<file path="config.mk">
export PLATFORM = sky130hd
export DESIGN_NAME = server_info_reply_parser_unit
export DESIGN_NICKNAME = d
export VERILOG_FILES = /design/src/hdl/sirp_pkg.sv /design/src/hdl/sirp_front.sv /design/src/hdl/sirp_queue.sv /design/src/hdl/sirp_back.sv /design/src/hdl/server_info_reply_parser_unit.sv
export SDC_FILE = /design/constraint.sdc
export NUM_CORES = 1
export LEC_CHECK = 0
export ABC_AREA = 1
export BUFFER_PORTS_ARGS = -buffer_cell sky130_fd_sc_hd__buf_2
export CORE_UTILIZATION = 55
export DETAILED_ROUTE_END_ITERATION = 16
export PLACE_DENSITY = 0.75
export SYNTH_ARGS = -nofsm -noshare
export SYNTH_HDL_FRONTEND = slang
export SYNTH_SLANG_ARGS = --single-unit
</file>
<file path="constraint.sdc">
create_clock -name clk_i -period 8.69 [get_ports clk_i]
set_input_delay 1.3035 -clock clk_i [delete_from_list [all_inputs] [get_ports clk_i]]
set_output_delay 1.3035 -clock clk_i [all_outputs]
set_load 0.1 [all_outputs]
</file>
<file path="src/hdl/sirp_pkg.sv">
// ----------------------------------------------------------------------------
// Server-info reply parser package
// Shared types, field codes and status codes for the reply parser.
// ----------------------------------------------------------------------------
package sirp_pkg;

  localparam int unsigned DATA_W        = 8;
  localparam int unsigned CODE_W        = 5;
  localparam int unsigned STATUS_W      = 3;
  localparam int unsigned APP_ID_W      = 16;
  localparam int unsigned POS_W         = 8;
  localparam int unsigned MAX_STR_LEN   = 256;
  localparam int unsigned QUEUE_DEPTH   = 2;

  localparam logic [DATA_W-1:0] HDR_BYTE = 8'hFF;
  localparam logic [POS_W:0]    HDR_LEN  = 9'd4;

  // Field codes.
  localparam logic [CODE_W-1:0] FC_HEADER  = 5'd0;
  localparam logic [CODE_W-1:0] FC_TYPE    = 5'd1;
  localparam logic [CODE_W-1:0] FC_VERSION = 5'd2;
  localparam logic [CODE_W-1:0] FC_STR_A   = 5'd3;
  localparam logic [CODE_W-1:0] FC_STR_D   = 5'd6;
  localparam logic [CODE_W-1:0] FC_APP_LO  = 5'd7;
  localparam logic [CODE_W-1:0] FC_APP_HI  = 5'd8;
  localparam logic [CODE_W-1:0] FC_BYTE_A  = 5'd9;
  localparam logic [CODE_W-1:0] FC_BYTE_G  = 5'd15;
  localparam logic [CODE_W-1:0] FC_GAMEVER = 5'd16;
  localparam logic [CODE_W-1:0] FC_TRAIL   = 5'd17;
  localparam logic [CODE_W-1:0] FC_IGNORED = 5'd18;

  // Packet status codes.
  localparam logic [STATUS_W-1:0] ST_RUN     = 3'd0;
  localparam logic [STATUS_W-1:0] ST_DONE    = 3'd1;
  localparam logic [STATUS_W-1:0] ST_BADHDR  = 3'd2;
  localparam logic [STATUS_W-1:0] ST_TRUNC   = 3'd3;
  localparam logic [STATUS_W-1:0] ST_TOOLONG = 3'd4;

  // One classified beat, handed from the front to the back.
  typedef struct packed {
    logic [CODE_W-1:0]   code;
    logic [DATA_W-1:0]   data;
    logic                string_end;
    logic [DATA_W-1:0]   app_lo;
    logic [STATUS_W-1:0] status;
    logic                last;
  } item_t;

endpackage

</file>
<file path="src/hdl/sirp_front.sv">
// ----------------------------------------------------------------------------
// Reply parser front end
// Tracks the field position inside the packet and tags each input beat.
// ----------------------------------------------------------------------------
module sirp_front #(
  parameter int unsigned MaxStringLen = sirp_pkg::MAX_STR_LEN
) (
  input  logic                         clk_i,
  input  logic                         rst_ni,
  input  logic                         in_valid_i,
  output logic                         in_ready_o,
  input  logic [sirp_pkg::DATA_W-1:0]  data_byte_i,
  input  logic                         end_of_packet_i,
  input  logic                         q_full_i,
  output logic                         q_push_o,
  output sirp_pkg::item_t              q_item_o
);
  import sirp_pkg::*;

  localparam logic [POS_W:0] MaxLen = (POS_W+1)'(MaxStringLen);

  logic [CODE_W-1:0]   field_q, field_d;
  logic [POS_W-1:0]    pos_q, pos_d;
  logic [DATA_W-1:0]   app_lo_q, app_lo_d;
  logic                drop_q, drop_d;
  logic [STATUS_W-1:0] outcome_q, outcome_d;
  logic [CODE_W-1:0]   code;
  logic                send;
  logic [STATUS_W-1:0] status;
  logic [POS_W:0]      pos_inc;
  logic                fire;

  assign in_ready_o = !q_full_i;
  assign fire       = in_valid_i && in_ready_o;
  assign pos_inc    = {1'b0, pos_q} + 1'b1;

  always_comb begin
    field_d   = field_q;
    pos_d     = pos_q;
    app_lo_d  = app_lo_q;
    drop_d    = drop_q;
    outcome_d = outcome_q;
    code      = field_q;
    send      = 1'b0;
    if (drop_q) begin
      code = FC_IGNORED;
    end else begin
      case (field_q) inside
        FC_HEADER: begin
          if (data_byte_i != HDR_BYTE) begin
            outcome_d = ST_BADHDR;
            drop_d    = 1'b1;
          end else if (pos_inc >= HDR_LEN) begin
            pos_d   = '0;
            field_d = FC_TYPE;
          end else begin
            pos_d = pos_inc[POS_W-1:0];
          end
        end
        [FC_STR_A:FC_STR_D], FC_GAMEVER: begin
          if (data_byte_i == '0) begin
            send    = 1'b1;
            pos_d   = '0;
            field_d = field_q + 1'b1;
            if (field_q == FC_GAMEVER) outcome_d = ST_DONE;
          end else if (pos_inc >= MaxLen) begin
            // No room is left for the terminator.
            outcome_d = ST_TOOLONG;
            drop_d    = 1'b1;
          end else begin
            pos_d = pos_inc[POS_W-1:0];
          end
        end
        FC_APP_LO: begin
          app_lo_d = data_byte_i;
          field_d  = FC_APP_HI;
        end
        FC_APP_HI: begin
          field_d = FC_BYTE_A;
        end
        FC_TRAIL: begin
        end
        FC_TYPE, FC_VERSION, [FC_BYTE_A:FC_BYTE_G]: begin
          field_d = field_q + 1'b1;
        end
        default: begin
          // An index outside the layout behaves as trailing data.
          field_d = FC_TRAIL;
          code    = FC_TRAIL;
        end
      endcase
    end

    status = outcome_d;
    if (end_of_packet_i && status == ST_RUN) status = ST_TRUNC;

    if (end_of_packet_i) begin
      field_d   = FC_HEADER;
      pos_d     = '0;
      app_lo_d  = '0;
      drop_d    = 1'b0;
      outcome_d = ST_RUN;
    end
  end

  always_ff @(posedge clk_i or negedge rst_ni) begin
    if (!rst_ni) begin
      field_q   <= FC_HEADER;
      pos_q     <= '0;
      app_lo_q  <= '0;
      drop_q    <= 1'b0;
      outcome_q <= ST_RUN;
    end else if (fire) begin
      field_q   <= field_d;
      pos_q     <= pos_d;
      app_lo_q  <= app_lo_d;
      drop_q    <= drop_d;
      outcome_q <= outcome_d;
    end
  end

  assign q_push_o            = fire;
  assign q_item_o.code       = code;
  assign q_item_o.data       = data_byte_i;
  assign q_item_o.string_end = send;
  assign q_item_o.app_lo     = app_lo_q;
  assign q_item_o.status     = status;
  assign q_item_o.last       = end_of_packet_i;

  a_eop_clears: assert property (@(posedge clk_i) disable iff (!rst_ni)
    fire && end_of_packet_i |=> field_q == FC_HEADER && !drop_q && outcome_q == ST_RUN)
    else $error("state not cleared after packet end");

  a_drop_has_error: assert property (@(posedge clk_i) disable iff (!rst_ni)
    drop_q |-> outcome_q == ST_BADHDR || outcome_q == ST_TOOLONG)
    else $error("dropping without an error outcome");

  // The header count shares this register and may exceed a short string limit.
  a_pos_bound: assert property (@(posedge clk_i) disable iff (!rst_ni)
    field_q != FC_HEADER |-> {1'b0, pos_q} < MaxLen)
    else $error("string position reached the maximum length");

  a_hold_on_full: assert property (@(posedge clk_i) disable iff (!rst_ni)
    q_full_i |=> $stable(field_q) && $stable(outcome_q))
    else $error("parser state moved while the queue was full");

endmodule

</file>
<file path="src/hdl/sirp_queue.sv">
// ----------------------------------------------------------------------------
// Reply parser beat queue
// Short first-in first-out queue between the front end and the back end.
// ----------------------------------------------------------------------------
module sirp_queue #(
  parameter int unsigned Depth = sirp_pkg::QUEUE_DEPTH
) (
  input  logic            clk_i,
  input  logic            rst_ni,
  input  logic            push_i,
  input  sirp_pkg::item_t push_item_i,
  output logic            full_o,
  input  logic            pop_i,
  output logic            empty_o,
  output sirp_pkg::item_t pop_item_o
);
  import sirp_pkg::*;

  localparam int unsigned PtrW = (Depth > 1) ? $clog2(Depth) : 1;
  localparam int unsigned CntW = $clog2(Depth + 1);
  localparam logic [PtrW-1:0] LastPtr = PtrW'(Depth - 1);
  localparam logic [CntW-1:0] Full    = CntW'(Depth);

  item_t           mem_q [Depth];
  logic [PtrW-1:0] wr_q, rd_q;
  logic [CntW-1:0] cnt_q;

  assign full_o     = cnt_q == Full;
  assign empty_o    = cnt_q == '0;
  assign pop_item_o = mem_q[rd_q];

  always_ff @(posedge clk_i) begin
    if (push_i) mem_q[wr_q] <= push_item_i;
  end

  always_ff @(posedge clk_i or negedge rst_ni) begin
    if (!rst_ni) begin
      wr_q  <= '0;
      rd_q  <= '0;
      cnt_q <= '0;
    end else begin
      if (push_i) wr_q <= (wr_q == LastPtr) ? '0 : wr_q + 1'b1;
      if (pop_i)  rd_q <= (rd_q == LastPtr) ? '0 : rd_q + 1'b1;
      if (push_i && !pop_i) cnt_q <= cnt_q + 1'b1;
      else if (pop_i && !push_i) cnt_q <= cnt_q - 1'b1;
    end
  end

endmodule

</file>
<file path="src/hdl/sirp_back.sv">
// ----------------------------------------------------------------------------
// Reply parser back end
// Drains the queue into the output register and assembles the app id.
// ----------------------------------------------------------------------------
module sirp_back (
  input  logic                          clk_i,
  input  logic                          rst_ni,
  input  logic                          q_empty_i,
  input  sirp_pkg::item_t               q_item_i,
  output logic                          q_pop_o,
  output logic                          out_valid_o,
  input  logic                          out_ready_i,
  output logic [sirp_pkg::CODE_W-1:0]   field_code_o,
  output logic [sirp_pkg::DATA_W-1:0]   value_o,
  output logic                          string_end_o,
  output logic [sirp_pkg::APP_ID_W-1:0] app_id_o,
  output logic [sirp_pkg::STATUS_W-1:0] status_o,
  output logic                          last_o
);
  import sirp_pkg::*;

  logic                valid_q;
  logic [CODE_W-1:0]   code_q;
  logic [DATA_W-1:0]   data_q;
  logic                send_q;
  logic [APP_ID_W-1:0] app_q, app_d;
  logic [STATUS_W-1:0] status_q;
  logic                last_q;

  assign q_pop_o = !q_empty_i && (!valid_q || out_ready_i);

  // The app id is only shown on its high byte.
  assign app_d = (q_item_i.code == FC_APP_HI) ? {q_item_i.data, q_item_i.app_lo} : '0;

  always_ff @(posedge clk_i or negedge rst_ni) begin
    if (!rst_ni) begin
      valid_q <= 1'b0;
    end else if (q_pop_o) begin
      valid_q <= 1'b1;
    end else if (out_ready_i) begin
      valid_q <= 1'b0;
    end
  end

  always_ff @(posedge clk_i) begin
    if (q_pop_o) begin
      code_q   <= q_item_i.code;
      data_q   <= q_item_i.data;
      send_q   <= q_item_i.string_end;
      app_q    <= app_d;
      status_q <= q_item_i.status;
      last_q   <= q_item_i.last;
    end
  end

  assign out_valid_o  = valid_q;
  assign field_code_o = code_q;
  assign value_o      = data_q;
  assign string_end_o = send_q;
  assign app_id_o     = app_q;
  assign status_o     = status_q;
  assign last_o       = last_q;

endmodule

</file>
<file path="src/hdl/server_info_reply_parser_unit.sv">
// ----------------------------------------------------------------------------
// Server-info reply parser
// Tags each byte of a server-info reply with its field and packet status.
// ----------------------------------------------------------------------------
// The parser takes one packet byte per beat and returns one tagged beat for
// each, in order. It sustains one byte per clock cycle; the field tracker in
// the front end updates its state as each byte is taken, which sets that
// rate. Each byte is tagged and written into a two-entry queue at the edge
// that accepts it, and the back end then moves it into the output register
// once that register is free or being taken. The queue lets the input keep
// flowing while a result waits on the output side; once both queue entries
// and the output register hold beats, the input stalls until the output is
// taken. After a beat with the last flag the next byte starts a new packet.
module server_info_reply_parser_unit #(
  parameter int unsigned MaxStringLen = sirp_pkg::MAX_STR_LEN
) (
  input  logic                          clk_i,
  input  logic                          rst_ni,
  input  logic                          in_valid_i,
  output logic                          in_ready_o,
  input  logic [sirp_pkg::DATA_W-1:0]   data_byte_i,
  input  logic                          end_of_packet_i,
  output logic                          out_valid_o,
  input  logic                          out_ready_i,
  output logic [sirp_pkg::CODE_W-1:0]   field_code_o,
  output logic [sirp_pkg::DATA_W-1:0]   value_o,
  output logic                          string_end_o,
  output logic [sirp_pkg::APP_ID_W-1:0] app_id_o,
  output logic [sirp_pkg::STATUS_W-1:0] status_o,
  output logic                          last_o
);
  import sirp_pkg::*;

  logic  q_push, q_pop, q_full, q_empty;
  item_t push_item, pop_item;

  sirp_front #(
    .MaxStringLen(MaxStringLen)
  ) u_front (
    .clk_i          (clk_i),
    .rst_ni         (rst_ni),
    .in_valid_i     (in_valid_i),
    .in_ready_o     (in_ready_o),
    .data_byte_i    (data_byte_i),
    .end_of_packet_i(end_of_packet_i),
    .q_full_i       (q_full),
    .q_push_o       (q_push),
    .q_item_o       (push_item)
  );

  sirp_queue #(
    .Depth(QUEUE_DEPTH)
  ) u_queue (
    .clk_i      (clk_i),
    .rst_ni     (rst_ni),
    .push_i     (q_push),
    .push_item_i(push_item),
    .full_o     (q_full),
    .pop_i      (q_pop),
    .empty_o    (q_empty),
    .pop_item_o (pop_item)
  );

  sirp_back u_back (
    .clk_i       (clk_i),
    .rst_ni      (rst_ni),
    .q_empty_i   (q_empty),
    .q_item_i    (pop_item),
    .q_pop_o     (q_pop),
    .out_valid_o (out_valid_o),
    .out_ready_i (out_ready_i),
    .field_code_o(field_code_o),
    .value_o     (value_o),
    .string_end_o(string_end_o),
    .app_id_o    (app_id_o),
    .status_o    (status_o),
    .last_o      (last_o)
  );

endmodule
</file>
### After elaboration in Yosys (flattened, before gate mapping)

Memory sizes are Yosys's and may differ from the RTL's.
Index checks and enable logic that the tools add are counted.

| word-level totals | value |
|---|---|
| register bits after elaboration | 64 |
| RAM bits | 52 |
| output and inout port bits | 36 |
| memories | 1 |

| cells by class | value |
|---|---|
| $add $sub $neg | 6 |
| magnitude comparators | 6 |
| equal/unequal tests | 17 |
| mux-type cells | 59 |
| reduce and logical (&&, ||, !) cells | 26 |

Memory list:

| memory | words | bits a word | rd ports | clocked after Yosys merged registers in | wr ports | RTL line | text |
|---|---|---|---|---|---|---|---|
| u_queue.mem_q | 2 | 26 | 1 | 0 | 1 | sirp_queue.sv:24 | `item_t mem_q [Depth];` |

Operator list:

| operator | number |
|---|---|
| $mux 8 | 13 |
| $mux 5 | 18 |
| $mux 3 | 9 |
| $mux 1 | 17 |
| $eq 5x4->1 const B | 2 |
| $eq 5x5->1 const B | 2 |
| $reduce_and 5->1 | 2 |
| $add 8x1->9 const B | 1 |
| $ge 9x3->1 const B | 1 |
| $ge 9x9->1 const B | 1 |
| $logic_not 8->1 | 1 |
| $ne 4x2->1 const B | 2 |
| $ne 8x8->1 const B | 1 |
| $logic_and 1x1->1 | 7 |
| $ne 2x2->1 const B | 3 |
| $ne 3x3->1 const B | 2 |
| $ne 6x3->1 const B | 1 |
| $reduce_and 6->1 | 1 |
| $reduce_bool 2->1 | 3 |
| $add 5x1->5 const B | 1 |
| $eq 5x1->1 const B | 1 |
| $eq 5x2->1 const B | 1 |
| $eq 5x3->1 const B | 1 |
| $ge 5x2->1 const B | 1 |
| other kinds (16) | 22 |

### Depth between registers and ports, before layout

| depth | value |
|---|---|
| word-level depth | 11 |
| gate-level depth with buffers | 13 |

### Modules after synthesis

From an unflattened synthesis, not the netlist that was laid out.

| second synthesis, totals | value |
|---|---|
| cell total of the unflattened synthesis | 473 |
| area total of the unflattened synthesis | 5391.4 um2 |

By module, submodules not included:

| module | times used | cells an instance | area an instance (um2) | sequential area each (um2) |
|---|---|---|---|---|
| sirp_queue | 1 | 106 | 2183.3 | 1661.6 |
| sirp_front | 1 | 292 | 1954.4 | 625.6 |
| sirp_back | 1 | 75 | 1253.7 | 1046.0 |

### Worst setup path after synthesis

No wires, ideal clock.

| timing | value |
|---|---|
| path kind | input -> register |
| start | input port out_ready_i |
| end | register u_queue.cnt_q[1] |
| library setup time | 131 ps |
| data arrival time | 4017 ps |
| required time | 8559 ps |
| path slack | 4542 ps |
| stages | 7 |
| path buffers | 0 |
| cells stage by stage | nor2_1 > a21oi_1 > inv_1 > ha_1 > a21oi_1 > o21ai_0 > xor2_1 |

| on the way | value |
|---|---|
| cells in the longest elaborated chain, start to end | 5 |

RTL lines:

| what | RTL line | text |
|---|---|---|
| start, declared | server_info_reply_parser_unit.sv:24 | `input logic out_ready_i,` |
| $logic_or 1x1->1 * | sirp_back.sv:30 | `assign q_pop_o = !q_empty_i && (!valid_q \|\| out_ready_i);` |
| $logic_and 1x1->1 * | sirp_back.sv:30 |  |
| net q_pop | server_info_reply_parser_unit.sv:34 | `logic q_push, q_pop, q_full, q_empty;` |
| $logic_not 1->1 | sirp_queue.sv:44 | `if (push_i && !pop_i) cnt_q <= cnt_q + 1'b1;` |
| $logic_and 1x1->1 | sirp_queue.sv:44 |  |
| $mux 2 / $reduce_bool 2->1 (equally long branches) | - |  |
| end signal, assigned | sirp_queue.sv:44 |  |
| end signal, assigned | sirp_queue.sv:45 | `else if (pop_i && !push_i) cnt_q <= cnt_q - 1'b1;` |
| end, declared | sirp_queue.sv:26 | `logic [CntW-1:0] cnt_q;` |

Mark *: on every way through the listed nets, which the timed path passes. The rest lies on a longest branch.
A chain may end at the register's enable or synchronous reset.

### Worst setup path after layout

Ends and elaborated chain as after synthesis.

==> out/summary.txt <==
routability cong. = 0.823
DR WL/cell = 13.6 um
initial antenna violation count = 0
first-pass GRT wire length = 15.8 mm
final setup vio count = 0
Ys Warns = 0
unrepaired setup endpoints after global routing = no
status = finished, final reports clean
Clock Latency Late Sink = 0.50 ns
Clock Tree Root = clkbuf_8
DRT iter0 DRCs = 194
final wirelength = 9.42 mm
Critical Path Sink Type = flip-flop
Syn Nets = 508
R2R cell count = 8
most common cell after layout, fill and taps aside = nand2_1
data required time of the critical path = 9.07 ns
Arrival @ worst endpoint = 3.16 ns
I/O pin count = 49
Die Area = 9940 um^2
GRT overflow = 0
Worst Clk Skew = 0.0103 ns
Post-CTS Setup Bufs = 0
Hold Path Class = flip-flop to flip-flop
hold depth = 0
DP Wirelength = 6.06 mm
Tcrit/Tclk final = 32.0%
Multi-input gate area = 1620 um^2
register area share after synthesis = 63.5%
count of cell types in the netlist = 41
Worst R2R Start = u_queue.rd_q$_DFFE_PN0P_
H-tree depth = 4
Max-Cap Viols = 0
CTS tree = done
Die Span Y = 99.7 um
Synth area leaders = edfxtp_1 (49%), dfrtp_1 (14%), nand2_1 (8.9%)
final hold violation count = 0
WL met1 = 3.99 mm
Worst Path Max Fanout = 36
Min Clock Period, post-route = 2.78 ns
FF+latch count, synth = 116
# rows = 35
TritonCTS Sinks = 116
# fillers = 675
Synth top area share = 49.2%
flop2flop setup slack = 6.33 ns
Worst Hold End = u_queue.mem_q[1][4]$_DFFE_PP_
routed vias/inst = 5.05
ant diodes = 0
Mean Syn Cell Area = 10.8 um^2
Max Used Layer = met4
Tot GR Track Use = 21.0%
CTS buffer count = 17
Remaining DRCs = 0
Layout area overhead = 18.3%
Gate Count Post-Synth = 488
Initial Utilization = 56.8%
area leader, netlist = edfxtp_1
share of post-route cells with drive strength above 1 = 27.8%
vias in the first global route = 3347
largest net degree at the start of global routing = 37
Startpoint Class = input pin
Nets = 569
HP Start = u_front.app_lo_q[0]$_DFFE_PN0P_
Setup TNS = 0 ns
Vias = 3492
CTS resizes = 0
die width = 99.7 um
Max clock buf depth = 2
Slew Viols, Final = 0
post-route ant nets = 0
met2 WL = 4.93 mm
core area = 9240 um^2
Worst-path clk slew = 0.06 ns
Post-Syn Area = 5250 um^2
Initial DRT Pass Iterations = 5
commonest cells after routing, fill and taps aside = nand2_1 (125), edfxtp_1 (86), inv_1 (52)
reg2reg end = u_back.app_id_o[3]$_SDFFCE_PP0P_
Slew Limit Headroom = 29.2%
DR WL met3 = 348 um
Port-buffer cells = 48
crit path kind = input pin to flip-flop
slew of the pin with the lowest slew margin = 1.06 ns
Reg area = 3330 um^2
highest clock rate = 359 MHz
CTS Hold Bufs = 0
## synthesized netlist by cell type, drive strengths merged
| master | instances |
|---|---|
| a22o | 1 |
| o21ai | 34 |
| o22ai | 2 |
| dfrtp | 30 |
| a21oi | 14 |
| nand2 | 138 |
| buf | 5 |
| nand4 | 7 |
| nor3 | 3 |
| xnor2 | 1 |
| edfxtp | 86 |
| nand3 | 27 |
| o21bai | 1 |
| ha | 7 |
| nor2 | 44 |
| or2 | 10 |
| clkbuf | 4 |
| xor2 | 2 |
| inv | 64 |
| o211ai | 2 |
| a21boi | 1 |
| a31o | 1 |
| clkinv | 2 |
| mux2i | 2 |
## through the flow
step	setup WS [ns]	std cells	cell area [um^2]	hold WS, ns	utilization (%)
6_report	5.91	691	6210	0.470	67.2
5_1_grt	5.74	691	6210	0.492	67.2
4_1_cts	5.89	691	6210	0.472	67.2
3_5_place_dp	5.35	659	5620	0.458	60.9
3_3_place_gp	5.48	659	5620	0.453	60.9
2_1_floorplan	4.54	488	5250	0.442	-
## layer usage
metal | vias up | global-route usage [%]
met2 | 88 | 36.4
met5 | - | 0
met1 | 1645 | 24.9
li1 | 1747 | -
met4 | 0 | 9.16
met3 | 12 | 5.27
## cells by family (layout without fill, tap and decap cells)
| logic type | Yosys count | in the layout | synth area share, % |
|---|---|---|---|
| simple gates | 229 | 229 | 21.4 |
| mux | 2 | 2 | 0.381 |
| flops | 116 | 116 | 63.5 |
| fa+ha+maj | 7 | 7 | 1.67 |
| compound gates | 56 | 56 | 6.50 |
| buf+inv | 75 | 149 | 6.08 |
| xor+xnor | 3 | 3 | 0.500 |
## state kept, by name (all words and copies together) (netlist names), 5 cells and up
register / cells
u_front.app_lo_q: 8
u_back.field_code_o: 5
u_back.value_o: 8
u_back.app_id_o: 16
u_queue.mem_q: 52
u_front.pos_q: 8
u_front.field_q: 5
## area by class of cell
cell class                      instances  share of cell area, %
Sequential cell                       116                   53.7
Clock inverter                         15                   2.76
Clock buffer                           17                   6.67
Tap cell                              129                   2.60
Inverter                               66                   4.05
Multi-Input combinational cell        297                   26.0
Timing Repair Buffer                   51                   4.23
## worst max path at each step
stage | start | endpoint | slack, ns | cells past startpoint
after floorplan | out_ready_i | u_queue.cnt_q[1]$_DFFE_PN0P_ | 4.54 | 7
after global placement | out_ready_i | u_queue.cnt_q[1]$_DFFE_PN0P_ | 5.48 | 8
after detailed placement | out_ready_i | u_queue.cnt_q[1]$_DFFE_PN0P_ | 5.35 | 8
after CTS | out_ready_i | u_queue.cnt_q[1]$_DFFE_PN0P_ | 5.89 | 8
after global routing | out_ready_i | u_queue.cnt_q[1]$_DFFE_PN0P_ | 5.74 | 8
final | out_ready_i | u_queue.cnt_q[1]$_DFFE_PN0P_ | 5.91 | 8
## worst max-delay path: stages
cell     delay [ns]
buf_2          0.09
nor2_1         0.06
a21oi_4        0.79
inv_1          0.15
ha_1           0.36
a21oi_1        0.13
o21ai_0        0.13
xor2_1         0.16
Power is left out: the tool's default activity adds up to more than one toggle a clock period on the data nets, which glitch-free logic cannot reach.
